## config.mk

```make
export PLATFORM = sky130hd
export DESIGN_NAME = character_range_set_table_unit
export DESIGN_NICKNAME = d
export VERILOG_FILES = /design/src/design/crst_pkg.sv /design/src/design/character_range_set_table_unit.sv /design/src/design/crst_cell.sv
export SDC_FILE = /design/constraint.sdc
export NUM_CORES = 2
export LEC_CHECK = 0
export ABC_AREA = 1
export ABC_CLOCK_PERIOD_IN_PS = 17600
export BUFFER_PORTS_ARGS = -buffer_cell sky130_fd_sc_hd__buf_2
export CAP_MARGIN = 20
export CORE_MARGIN = 2
export CORE_UTILIZATION = 60
export CTS_CLUSTER_SIZE = 20
export DETAILED_ROUTE_END_ITERATION = 6
export PLACE_DENSITY = 0.77
export SLEW_MARGIN = 20
export SYNTH_ARGS = -nofsm -noshare
export SYNTH_HDL_FRONTEND = slang
export SYNTH_SLANG_ARGS = --single-unit
```

## constraint.sdc

```tcl
create_clock -name clock -period 17.6 [get_ports clock]
set_input_delay 0.88 -clock clock [delete_from_list [all_inputs] [get_ports clock]]
set_output_delay 0.88 -clock clock [all_outputs]
set_load 0.02 [all_outputs]
```

## src/design/crst_pkg.sv

```systemverilog
// Package for the character range set table unit.
// Types, constants and action codes used by the cell and the top level.
package crst_pkg;
   localparam int MaxRanges = 16;
   localparam int CharBits = 16;
   localparam int IdxBits = $clog2(MaxRanges);
   localparam int CntBits = $clog2(MaxRanges + 1);
   localparam int LimBits = CharBits + 1;
   localparam logic [15:0] TotalMax = 16'hffff;

   typedef logic [CharBits-1:0] char_type;

   typedef enum logic [2:0] {
      ACT_CLEAR = 3'd0, ACT_ADD = 3'd1, ACT_DELETE = 3'd2, ACT_TEST_CHAR = 3'd3,
      ACT_TEST_RANGE = 3'd4, ACT_COMPLEMENT = 3'd5, ACT_READ_SLOT = 3'd6,
      ACT_NONE = 3'd7
   } action_type;

   typedef enum logic [2:0] {
      ST_IDLE, ST_SCAN, ST_TAIL, ST_CHECK, ST_COMMIT, ST_SUM, ST_DONE
   } state_type;

   // one stored range as it travels down the chain
   typedef struct packed {
      logic     valid;
      char_type first;
      char_type last;
   } range_type;

   // control from the sequencer to every cell
   typedef struct packed {
      logic shift;    // rotate stored row by one position
      logic clear;    // drop all entries
   } cell_ctl_type;
endpackage

```

## src/design/character_range_set_table_unit.sv

```systemverilog
// Top level of the character range set table unit: sequencer and cell chain.
// Depends on crst_pkg and crst_cell.
//
//  port group | dir | transfer when
//  req_*      | in  | req_valid  & !req_stall
//  rsp_*      | out | rsp_valid  & !rsp_stall
//  csr_*      | in  | csr_valid  & csr_ready
//
// One item at a time. The chain rotates through all slots to scan the table,
// then, when the table changes and the result fits, the staging queue is
// loaded into it, then the chain rotates through all slots again to sum the
// character count. Reset empties the table.
// rsp holds while stalled; a new item is taken once the result is taken.
// csr is taken only while idle with no req offered.
module character_range_set_table_unit
   import crst_pkg::*;
(
   input  logic        clock,
   input  logic        reset,
   input  logic        req_valid,
   output logic        req_stall,
   input  logic [2:0]  req_action,
   input  logic [15:0] req_range_low,
   input  logic [15:0] req_range_high,
   input  logic [3:0]  req_slot,
   output logic        rsp_valid,
   input  logic        rsp_stall,
   output logic        rsp_hit,
   output logic        rsp_status,
   output logic [4:0]  rsp_range_total,
   output logic [15:0] rsp_char_total,
   output logic [15:0] rsp_read_first,
   output logic [15:0] rsp_read_last,
   output logic        rsp_read_valid,
   input  logic        csr_valid,
   output logic        csr_ready,
   input  logic [15:0] csr_data
);
   localparam int QDepth = MaxRanges + 2;
   localparam int QBits = $clog2(QDepth + 2);

   state_type state_ff, state_in;
   logic [15:0] limit_ff;
   action_type act_ff;
   char_type lo_ff, hi_ff;
   logic [3:0] slot_ff;
   logic [IdxBits:0] step_ff, step_in;
   logic [CntBits-1:0] used_ff;
   logic [CntBits-1:0] seen_ff;

   // work state
   char_type b_ff, e_ff;         // add: pending merged range
   logic phase_ff;               // add: 0 before merge, 1 merging/placed
   logic done_ff;                // add: merged range pushed; complement: stopped
   logic [LimBits-1:0] next_ff;  // complement cursor
   logic hit_ff, status_ff, rvalid_ff, nop_ff;
   char_type rf_ff, rl_ff;
   logic [16:0] total_ff;

   // staging queue
   range_type q_ff [QDepth];
   logic [QBits-1:0] qcnt_ff;

   cell_ctl_type ctl;
   range_type cell_out [MaxRanges];
   range_type chain_in;

   genvar g;
   generate
      for (g = 0; g < MaxRanges; g++) begin : g_cell
         range_type prev;
         if (g == 0) begin : g_first
            assign prev = chain_in;
         end else begin : g_link
            assign prev = cell_out[g-1];
         end
         crst_cell u_cell (
            .clock(clock), .reset(reset), .ctl(ctl),
            .from_prev(prev),
            .held(cell_out[g])
         );
      end
   endgenerate

   range_type head;
   assign head = cell_out[MaxRanges-1];

   logic [LimBits-1:0] lim;
   assign lim = ({1'b0, limit_ff} < (LimBits'(1) << CharBits)) ?
                LimBits'(limit_ff) : (LimBits'(1) << CharBits);

   logic [LimBits-1:0] s_x, t_x, b_x, e_x;
   assign s_x = LimBits'(head.first);
   assign t_x = LimBits'(head.last);
   assign b_x = LimBits'(b_ff);
   assign e_x = LimBits'(e_ff);
   logic live;
   assign live = head.valid && (LimBits'(seen_ff) < LimBits'(used_ff));

   // add ends of the offered item, ordered, with the upper end clamped below the limit
   logic [LimBits-1:0] req_b_x, req_e_x, req_e_cl;
   assign req_b_x = LimBits'((req_range_high < req_range_low) ? req_range_high : req_range_low);
   assign req_e_x = LimBits'((req_range_high < req_range_low) ? req_range_low : req_range_high);
   assign req_e_cl = (req_e_x >= lim) ? lim - 1'b1 : req_e_x;

   // push requests for one scan or tail step
   logic p0, p1;
   range_type r0, r1;

   always_comb begin
      p0 = 1'b0; p1 = 1'b0;
      r0 = '0; r1 = '0;
      if (state_ff == ST_SCAN && live) begin
         case (act_ff)
            ACT_ADD: begin
               if (!phase_ff && t_x + 1 < b_x) begin
                  p0 = 1'b1; r0 = head;
               end else if (!done_ff && s_x <= e_x + 1) begin
               end else if (!done_ff) begin
                  p0 = 1'b1; r0 = '{1'b1, b_ff, e_ff};
                  p1 = 1'b1; r1 = head;
               end else begin
                  p0 = 1'b1; r0 = head;
               end
            end
            ACT_DELETE: begin
               if (head.last < lo_ff || head.first > hi_ff) begin
                  p0 = 1'b1; r0 = head;
               end else begin
                  if (head.first < lo_ff) begin
                     p0 = 1'b1; r0 = '{1'b1, head.first, lo_ff - 1'b1};
                  end
                  if (head.last > hi_ff) begin
                     p1 = 1'b1; r1 = '{1'b1, hi_ff + 1'b1, head.last};
                  end
               end
            end
            ACT_COMPLEMENT: begin
               if (!done_ff && s_x < lim && s_x > next_ff) begin
                  p0 = 1'b1;
                  r0 = '{1'b1, CharBits'(next_ff), head.first - 1'b1};
               end
            end
            default: ;
         endcase
      end else if (state_ff == ST_TAIL) begin
         case (act_ff)
            ACT_ADD: begin
               if (!done_ff) begin
                  p0 = 1'b1; r0 = '{1'b1, b_ff, e_ff};
               end
            end
            ACT_COMPLEMENT: begin
               if (next_ff < lim) begin
                  p0 = 1'b1; r0 = '{1'b1, CharBits'(next_ff), CharBits'(lim - 1'b1)};
               end
            end
            default: ;
         endcase
      end
   end

   // sequencer next state
   logic last_step;
   assign last_step = (step_ff == (IdxBits+1)'(MaxRanges - 1));
   logic changes;
   assign changes = (act_ff == ACT_ADD || act_ff == ACT_DELETE ||
                     act_ff == ACT_COMPLEMENT) && !nop_ff;

   always_comb begin
      state_in = state_ff;
      step_in = step_ff;
      case (state_ff)
         ST_IDLE: if (req_valid) begin
            state_in = ST_SCAN; step_in = '0;
         end
         ST_SCAN: begin
            step_in = step_ff + 1'b1;
            if (last_step) state_in = ST_TAIL;
         end
         ST_TAIL: state_in = ST_CHECK;
         ST_CHECK: begin
            step_in = '0;
            if (changes && qcnt_ff <= QBits'(MaxRanges)) state_in = ST_COMMIT;
            else state_in = ST_SUM;
         end
         ST_COMMIT: begin
            step_in = step_ff + 1'b1;
            if (last_step) begin
               state_in = ST_SUM; step_in = '0;
            end
         end
         ST_SUM: begin
            step_in = step_ff + 1'b1;
            if (last_step) state_in = ST_DONE;
         end
         ST_DONE: if (!rsp_stall) state_in = ST_IDLE;
         default: state_in = ST_IDLE;
      endcase
   end

   // cell chain control
   always_comb begin
      ctl.shift = 1'b0;
      ctl.clear = 1'b0;
      chain_in = head;
      case (state_ff)
         ST_SCAN, ST_SUM: ctl.shift = 1'b1;
         ST_CHECK: ctl.clear = (changes && qcnt_ff <= QBits'(MaxRanges)) ||
                               (act_ff == ACT_CLEAR);
         ST_COMMIT: begin
            ctl.shift = 1'b1;
            chain_in = q_ff[0];
         end
         default: ;
      endcase
   end

   assign req_stall = (state_ff != ST_IDLE);
   assign csr_ready = (state_ff == ST_IDLE) && !req_valid;
   assign rsp_valid = (state_ff == ST_DONE);

   always_ff @(posedge clock) begin
      if (reset) begin
         state_ff <= ST_IDLE;
         limit_ff <= 16'hffff;
         used_ff <= '0;
         qcnt_ff <= '0;
         step_ff <= '0;
      end else begin
         state_ff <= state_in;
         step_ff <= step_in;
         if (csr_valid && csr_ready) limit_ff <= csr_data;
         if (state_ff == ST_IDLE) qcnt_ff <= '0;
         else if (state_ff == ST_COMMIT) qcnt_ff <= qcnt_ff;
         else if (p0 && p1) qcnt_ff <= qcnt_ff + 2'd2;
         else if (p0 || p1) qcnt_ff <= qcnt_ff + 1'b1;
         if (state_ff == ST_CHECK) begin
            if (act_ff == ACT_CLEAR) used_ff <= '0;
            else if (changes && qcnt_ff <= QBits'(MaxRanges))
               used_ff <= CntBits'(qcnt_ff);
         end
      end
   end

   // staging queue: appended during scan and tail, shifted out during commit, cleared while idle
   always_ff @(posedge clock) begin
      if (state_ff == ST_COMMIT) begin
         for (int k = 0; k < QDepth - 1; k++) q_ff[k] <= q_ff[k+1];
         q_ff[QDepth-1] <= '0;
      end else if (state_ff == ST_IDLE) begin
         for (int k = 0; k < QDepth; k++) q_ff[k] <= '0;
      end else begin
         for (int k = 0; k < QDepth; k++) begin
            if (p0 && QBits'(k) == qcnt_ff) q_ff[k] <= r0;
            if (p1 && QBits'(k) == qcnt_ff + (p0 ? QBits'(1) : QBits'(0)))
               q_ff[k] <= r1;
         end
      end
   end

   // item capture and per-step work
   always_ff @(posedge clock) begin
      case (state_ff)
         ST_IDLE: if (req_valid) begin
            act_ff <= action_type'(req_action);
            slot_ff <= req_slot;
            if ((req_action == ACT_ADD || req_action == ACT_DELETE ||
                 req_action == ACT_TEST_RANGE) && req_range_high < req_range_low) begin
               lo_ff <= req_range_high; hi_ff <= req_range_low;
            end else begin
               lo_ff <= req_range_low; hi_ff <= req_range_high;
            end
            b_ff <= CharBits'(req_b_x);
            e_ff <= CharBits'(req_e_cl);
            phase_ff <= 1'b0; done_ff <= 1'b0;
            next_ff <= '0;
            seen_ff <= '0;
            hit_ff <= 1'b0; rvalid_ff <= 1'b0; rf_ff <= '0; rl_ff <= '0;
            total_ff <= '0;
            nop_ff <= (req_action == ACT_ADD) && (lim == '0 || req_b_x > req_e_cl);
         end
         ST_SCAN: begin
            seen_ff <= seen_ff + 1'b1;
            if (live) begin
               case (act_ff)
                  ACT_ADD: begin
                     if (!phase_ff && t_x + 1 < b_x) begin
                     end else if (!done_ff && s_x <= e_x + 1) begin
                        phase_ff <= 1'b1;
                        if (head.first < b_ff) b_ff <= head.first;
                        if (head.last > e_ff) e_ff <= head.last;
                     end else begin
                        phase_ff <= 1'b1; done_ff <= 1'b1;
                     end
                  end
                  ACT_TEST_CHAR:
                     if (head.first <= lo_ff && lo_ff <= head.last) hit_ff <= 1'b1;
                  ACT_TEST_RANGE:
                     if (head.first <= lo_ff && hi_ff <= head.last) hit_ff <= 1'b1;
                  ACT_COMPLEMENT: begin
                     if (!done_ff) begin
                        if (s_x >= lim) done_ff <= 1'b1;
                        else next_ff <= t_x + 1'b1;
                     end
                  end
                  ACT_READ_SLOT:
                     if (IdxBits'(seen_ff) == slot_ff && seen_ff < CntBits'(MaxRanges)) begin
                        rvalid_ff <= 1'b1; rf_ff <= head.first; rl_ff <= head.last;
                     end
                  default: ;
               endcase
            end
         end
         ST_TAIL: ;
         ST_CHECK: begin
            status_ff <= changes && qcnt_ff > QBits'(MaxRanges);
            if (act_ff == ACT_TEST_CHAR || act_ff == ACT_TEST_RANGE) ;
            else hit_ff <= 1'b0;
            seen_ff <= '0;
         end
         ST_SUM: begin
            seen_ff <= seen_ff + 1'b1;
            if (head.valid && LimBits'(seen_ff) < LimBits'(used_ff)) begin
               if (total_ff + 17'(head.last) - 17'(head.first) + 17'd1 > 17'(TotalMax))
                  total_ff <= 17'(TotalMax);
               else
                  total_ff <= total_ff + 17'(head.last) - 17'(head.first) + 17'd1;
            end
         end
         default: ;
      endcase
   end

   assign rsp_hit = hit_ff;
   assign rsp_status = status_ff;
   assign rsp_range_total = 5'(used_ff);
   assign rsp_char_total = total_ff[15:0];
   assign rsp_read_first = rf_ff;
   assign rsp_read_last = rl_ff;
   assign rsp_read_valid = rvalid_ff;
endmodule

```

## src/design/crst_cell.sv

```systemverilog
// One slot of the range chain: holds a range and hands it to its neighbor.
// Depends on crst_pkg.
module crst_cell
   import crst_pkg::*;
(
   input  logic         clock,
   input  logic         reset,
   input  cell_ctl_type ctl,
   input  range_type    from_prev,
   output range_type    held
);
   range_type held_ff, held_in;

   always_comb begin
      held_in = held_ff;
      if (ctl.clear) begin
         held_in.valid = 1'b0;
      end else if (ctl.shift) begin
         held_in = from_prev;
      end
   end

   always_ff @(posedge clock) begin
      if (reset) begin
         held_ff.valid <= 1'b0;
      end else begin
         held_ff.valid <= held_in.valid;
      end
      held_ff.first <= held_in.first;
      held_ff.last  <= held_in.last;
   end

   assign held = held_ff;
endmodule
```

# [Yosys cells after proc, flatten, opt, wreduce, memory -nomap -nowiden]
# Memory sizes are Yosys's and may differ from the RTL's.
# Cells that the tools add are included.
[totals] mem_count=1 mem_bits_rw=594 in_bits=60 elab_cells=655 out_inout_bits=59 regBits=710
[mem_list] memory="q_ff" words=18 width=33 read_ports=18 rd_ports_with_merged_regs=0 write_ports=18 line_no="character_range_set_table_unit.sv:61" text="range_type q_ff [QDepth];"
[op_classes] order_cmp=23 reduce_logical=98 add_sub_neg=15 muxes=317 eq_ne=75 n_bitwise=56
[op_table] op="33-bit two-way mux" count=71
[op_table] op="16-bit two-way mux" count=23
[op_table] op="1-bit two-way mux" count=183
[op_table] op="17-bit two-way mux" count=8
[op_table] op="33-bit case mux with 2 select lines" count=2
[op_table] op="16-bit case mux with 2 select lines" count=4
[op_table] op="33-bit case mux with 3 select lines" count=1
[op_table] op="4-bit by 5-bit equality test with 1-bit output, first input constant" count=16
[op_table] op="16-bit less-than comparator" count=5
[op_table] op="17-bit case mux with 2 select lines" count=2
[op_table] op="1-bit bitwise OR" count=54
[op_table] op="1-bit logical AND" count=53
[op_table] op="16-bit by 1-bit adder with 17-bit output, second input constant" count=3
[op_table] op="16-bit > comparator" count=3
[op_table] op="16-bit less-or-equal comparator" count=3
[op_table] op="3-bit by 5-bit equality test with 1-bit output, first input constant" count=8
[op_table] op="16-bit by 17-bit > comparator with 1-bit output" count=2
[op_table] op="17-bit by 16-bit less-than comparator with 1-bit output" count=2
[op_table] op="16-bit >= comparator" count=2
[op_table] op="16-bit by 1-bit subtractor with 16-bit output, second input constant" count=2
[op_table] op="5-bit two-way mux" count=6
[op_table] op="2-bit inequality test, second input constant" count=11
[op_table] op="3-bit equality test, second input constant" count=7
[op_table] op="3-bit case mux with 7 select lines" count=1
[op_table] op="other kinds (45)" count=112

# [Logic depth before layout (Yosys ltp)]
[depth] ltp_word=16 ltp_mapped=41 mapped_depth_nobuf=38

# [By module]
# From an unflattened synthesis, not the netlist that was laid out.
[unflattened] cells_unflattened=6928 hier_area_um2=67489.7
[by_module_without_submodules] mod="character_range_set_table_unit" cells_each=6272 area_per_inst_um2=51274.2 seq_area_each_um2=22962.0 instances=1
[by_module_without_submodules] mod="crst_cell" cells_each=41 area_per_inst_um2=1013.5 seq_area_each_um2=980.9 instances=16

# [Least setup slack after synthesis]
# OpenSTA, ideal clock, no wires.
[synth_path] kind="register to register" startpoint="reg state_ff[2]" endpoint="reg g_cell[0].u_cell.held_ff (netlist bit g_cell[0].u_cell.held[0]), enable pin" stages_incl_launch_ff=7 setup_ns=1.074 setup_slack_ns=1.420 t_arrival_ns=15.106 path_cell_list="dfxtp_1 clkbuf_1 nand2_1 nor2_1 nor2_1 inv_1 buf_1"
[synth_between] elab_chain_len=4 elab_cells_between_ends=9
[synth_rtl] element="from (decl)" line_no="character_range_set_table_unit.sv:42" text="state_type state_ff, state_in;"
[synth_rtl] element="from (signal assigned)" line_no="character_range_set_table_unit.sv:231" text="state_ff <= state_in;"
[synth_rtl] element="3-bit by 1-bit equality test with 1-bit output (tied with other cells)" line_no="character_range_set_table_unit.sv:207" text="case (state_ff)"
[synth_rtl] element="3-bit OR reduction (no source line) or 1-bit two-way mux (tied branches)"
[synth_rtl] element="1-bit two-way mux or 1-bit inverter (tied branches)"
[synth_rtl] element="2-bit AND reduction (no source line) *"
[synth_rtl] element="to (decl)" line_no="crst_cell.sv:12" text="range_type held_ff, held_in;"
# Every way passes the cells marked *; elsewhere a longest branch is shown, timed or not.
# A chain may end at the register's enable or synchronous reset.

==> impl_metrics.csv <==
group,metric,value,unit
placement,gp_congestion,1.014,
clock_network,clk_pin_slew,0.06,ns
sta,setup-tns-final,0,ns
grt,grt_pass1_wl,335.7,mm
grt,grt_remaining_overflow,0,
setup_path,start_kind,"flip-flop",
sta,hold_viol_final,0,
die,fp.dieW,337.2,um
outcome,status,"finished, violations left",
detailed_routing,drc,40,
job,maxCapViolCount,0,
die,fp.dieArea,113700,um2
min_path,hold_path_class,"input pin to flip-flop",
layout,syn_to_final_growth,9.927,%
setup_path,cp_slowest_cell,"clkinv_1",
detailed_routing,drtAntennaViolNets,0,
power_and_ir_drop,cellLeakagePower,28.83,nW
min_path,hold_start,"req_slot[2]",
detailed_routing,vias,54490,
logic_synthesis,ys_seq_area_share,58.03,%
logic_synthesis,synth_area_leader_cell,"edfxtp_1",
die,io-pin-count,119,
logic_synthesis,synthCells,6740,
clock_network,clock_path_buffers,3,
clock_network,ctsResizeCount,0,
detailed_routing,vias_per_cell,6.553,
setup_path,r2r-end,"q_ff[7][32]",
setup_path,critPathMaxStageDelay,1.04,ns
min_path,holdPathEnd,"slot_ff[2]",
logic_synthesis,synthArstFlopShare,0,%
grt,grt_pass1_vias,50670,
outcome,violations,"DRC",
detailed_routing,drtPass1Iterations,7,
sta,max_freq,0.1130,GHz
logic_synthesis,syn_avg_cell_area,9.884,um2
clock_network,cts_root_buffer,"clkbuf_16",
logic_synthesis,yosysWarnings,0,
sta,hold_ws,0.2963,ns
grt,grt_max_degree,197,
die,num_rows,122,
setup_path,worstSetupStartpoint,"g_cell[15].u_cell.held[2]",
clock_network,cts_tree,"yes",
sta,setup_viol,0,
clock_network,post_cts_buffers,0,
setup_path,r2r_slack,8.75,ns
power_and_ir_drop,ir_drop,0.0002675,V
clock_network,htree_num_levels,4,
clock_network,cts_made_buffers,138,
layout,final_nets,7058,
logic_synthesis,yosys_register_bits,1304,
sta,period_share,50.28,%
min_path,hold_depth,1,
detailed_routing,drt_iter0_markers,8032,
die,die_h,337.2,um
placement,post-dp-hpwl,152.4,mm
sta,fin_skew,0.04490,ns
setup_path,crit_buf_inv,9,
clock_network,clock-sinks,1304,
logic_synthesis,synth-edff-count,1254,
setup_path,path_max_fanout,66,
logic_synthesis,synthFlopType,"edfxtp_1",
clock_network,cts_hold_buf,0,
grt,grtUsageTotal,40.98,%
sta,min_period,8.850,ns
power_and_ir_drop,powerDensity,196.9,nW/um2
sta,drv_slew,0,
setup_path,crit_type,"flip-flop to flip-flop",
die,core-area,110400,um2
setup_path,timing.rr.start,"g_cell[15].u_cell.held[2]",
logic_synthesis,synth_area,66620,um2
layout,stdcell_area,73230,um2
sta,worst-slew-pin-transition,1.336,ns
placement,port_buffers,118,
detailed_routing,drt-total-wl,233.4,mm
sta,maxSlewHeadroom,10.43,%
setup_path,crit_family,"buffers and inverters",
layout,final_cell_mix,"nand2_1 (1,652), edfxtp_1 (1,254), nand3_1 (910)",
setup_path,end_kind,"flip-flop",
die,initial_core_util,60.36,%
sta,grt_setup_unrepaired,"false",
layout,final_core_util,66.35,%
logic_synthesis,synth_cell_type_count,57,
layout,drive_above_1_share,9.776,%
placement,place_area,68580,um2
layout,mostFrequentLayoutCell,"nand2_1",
setup_path,required,18.12,ns
layout,fillers,8447,
clock_network,worst_skew_pair.late_latency,0.80,ns
power_and_ir_drop,finalPower,0.01442,W
setup_path,r2r_cells,35,
grt,antenna_found_initial,6,
setup_path,cp.arrival,9.37,ns
logic_synthesis,synthTopCellsByArea,"edfxtp_1 (57%), nand2_1 (9.4%), nand3_1 (6.8%)",
logic_synthesis,yosysTopAreaCellShare,56.53,%
detailed_routing,wl_per_cell,28.07,um
logic_synthesis,synth.net_count,7076,
==> cells in the mapped netlist (10+ instances only) <==
| library cell | n |
|---|---|
| nand2_1 | 1663 |
| edfxtp_1 | 1254 |
| nand3_1 | 911 |
| nand4_1 | 532 |
| inv_1 | 389 |
| nor2_1 | 313 |
| ha_1 | 260 |
| o21ai_0 | 254 |
| a21oi_1 | 195 |
| clkbuf_1 | 186 |
| buf_2 | 142 |
| nor3_1 | 87 |
| xor2_1 | 76 |
| buf_1 | 52 |
| buf_4 | 50 |
| dfxtp_1 | 50 |
| o22ai_1 | 37 |
| o21bai_1 | 27 |
| nand2_2 | 24 |
| inv_2 | 23 |
| nand3_2 | 18 |
| o21ai_1 | 18 |
| fa_1 | 16 |
| nor2_2 | 16 |
| xnor2_1 | 16 |
| clkinv_1 | 15 |
| nor4_1 | 13 |
| o211ai_1 | 13 |
| nor2_4 | 12 |
| buf_6 | 10 |
==> cell families (layout without fill, tap and decap cells) <==
logic type | Yosys count | in the layout | share of synthesized area, %
flip-flops | 1304 | 1304 | 58.03
other | 1 | 5 | 0.005629
adder cells (fa/ha/maj) | 276 | 276 | 5.364
XOR/XNOR | 93 | 93 | 1.251
AND/OR/NAND/NOR | 3609 | 3609 | 24.94
buffers and inverters | 867 | 950 | 5.546
AO/OA/AOI/OAI | 590 | 590 | 4.867
==> sequential cells by signal, summed over array words and instances (netlist names) <==
register            flops
q_ff                  594
g_cell.u_cell.held    528
next_ff                17
total_ff               17
b_ff                   16
e_ff                   16
hi_ff                  16
limit_ff               16
lo_ff                  16
rsp_read_first         16
rsp_read_last          16
qcnt_ff                 5
rsp_range_total         5
seen_ff                 5
step_ff                 5
slot_ff                 4
act_ff                  3
state_ff                3
done_ff                 1
nop_ff                  1
phase_ff                1
rsp_hit                 1
rsp_read_valid          1
rsp_status              1
==> cell type report <==
cell class	instances	area, um2	share of cell area (%)
tap	1488	1862	2.542
timing repair buffer	282	1891	2.582
clock buffer	161	3540	4.834
inverter	427	1618	2.209
sequential	1304	38660	52.79
clock inverter	80	1010	1.379
antenna	4	10.01	0.01367
multi-input combinational	4569	24640	33.65
==> how the worst max path moves through the flow <==
| stage | endpoint | cells past startpoint | slack, ns |
|---|---|---|---|
| after detailed placement | q_ff[10][23] | 39 | 9.10 |
| after CTS | q_ff[11][14] | 36 | 9.02 |
| after global placement | q_ff[4][23] | 37 | 8.86 |
| after global routing | q_ff[7][32] | 35 | 8.17 |
| final | q_ff[7][32] | 35 | 8.75 |
| after floorplan | g_cell[0].u_cell.held[0] | 6 | 1.42 |
==> power breakdown <==
group,total [W],internal [W],switching [W]
clock,0.00296,0.00166,0.00130
combinational,0.00502,0.00137,0.00365
sequential,0.00644,0.00573,0.000712
total,0.0144,0.00876,0.00566
==> metal layers <==
layer,routed length (um),part of all wire (%),global-route usage [%],up-vias
met1,79780,34,49.66,25750
met4,22050,9.4,32.35,8
li1,-,-,-,23890
met3,30550,13,12.36,1018
met5,135,0.058,0.6809,-
met2,100900,43,61.18,3833
==> worst reg2reg max path: cells and delay by family (launching register included) <==
kind	cells	cell delay (ns)
compound gates	2	0.77
simple gates	19	3.06
fa+ha+maj	3	0.79
xor+xnor	2	0.39
flops	1	0.46
buf+inv	9	3.12
==> stage by stage <==
step	cells	worst slack (ns)
CTS	8309	9.021
floorplan	6740	1.420
finish	8315	8.750
global placement	8066	8.856
detailed placement	8068	9.097
global route	8311	8.169
Note: power is estimated with default switching activity, not from simulation.
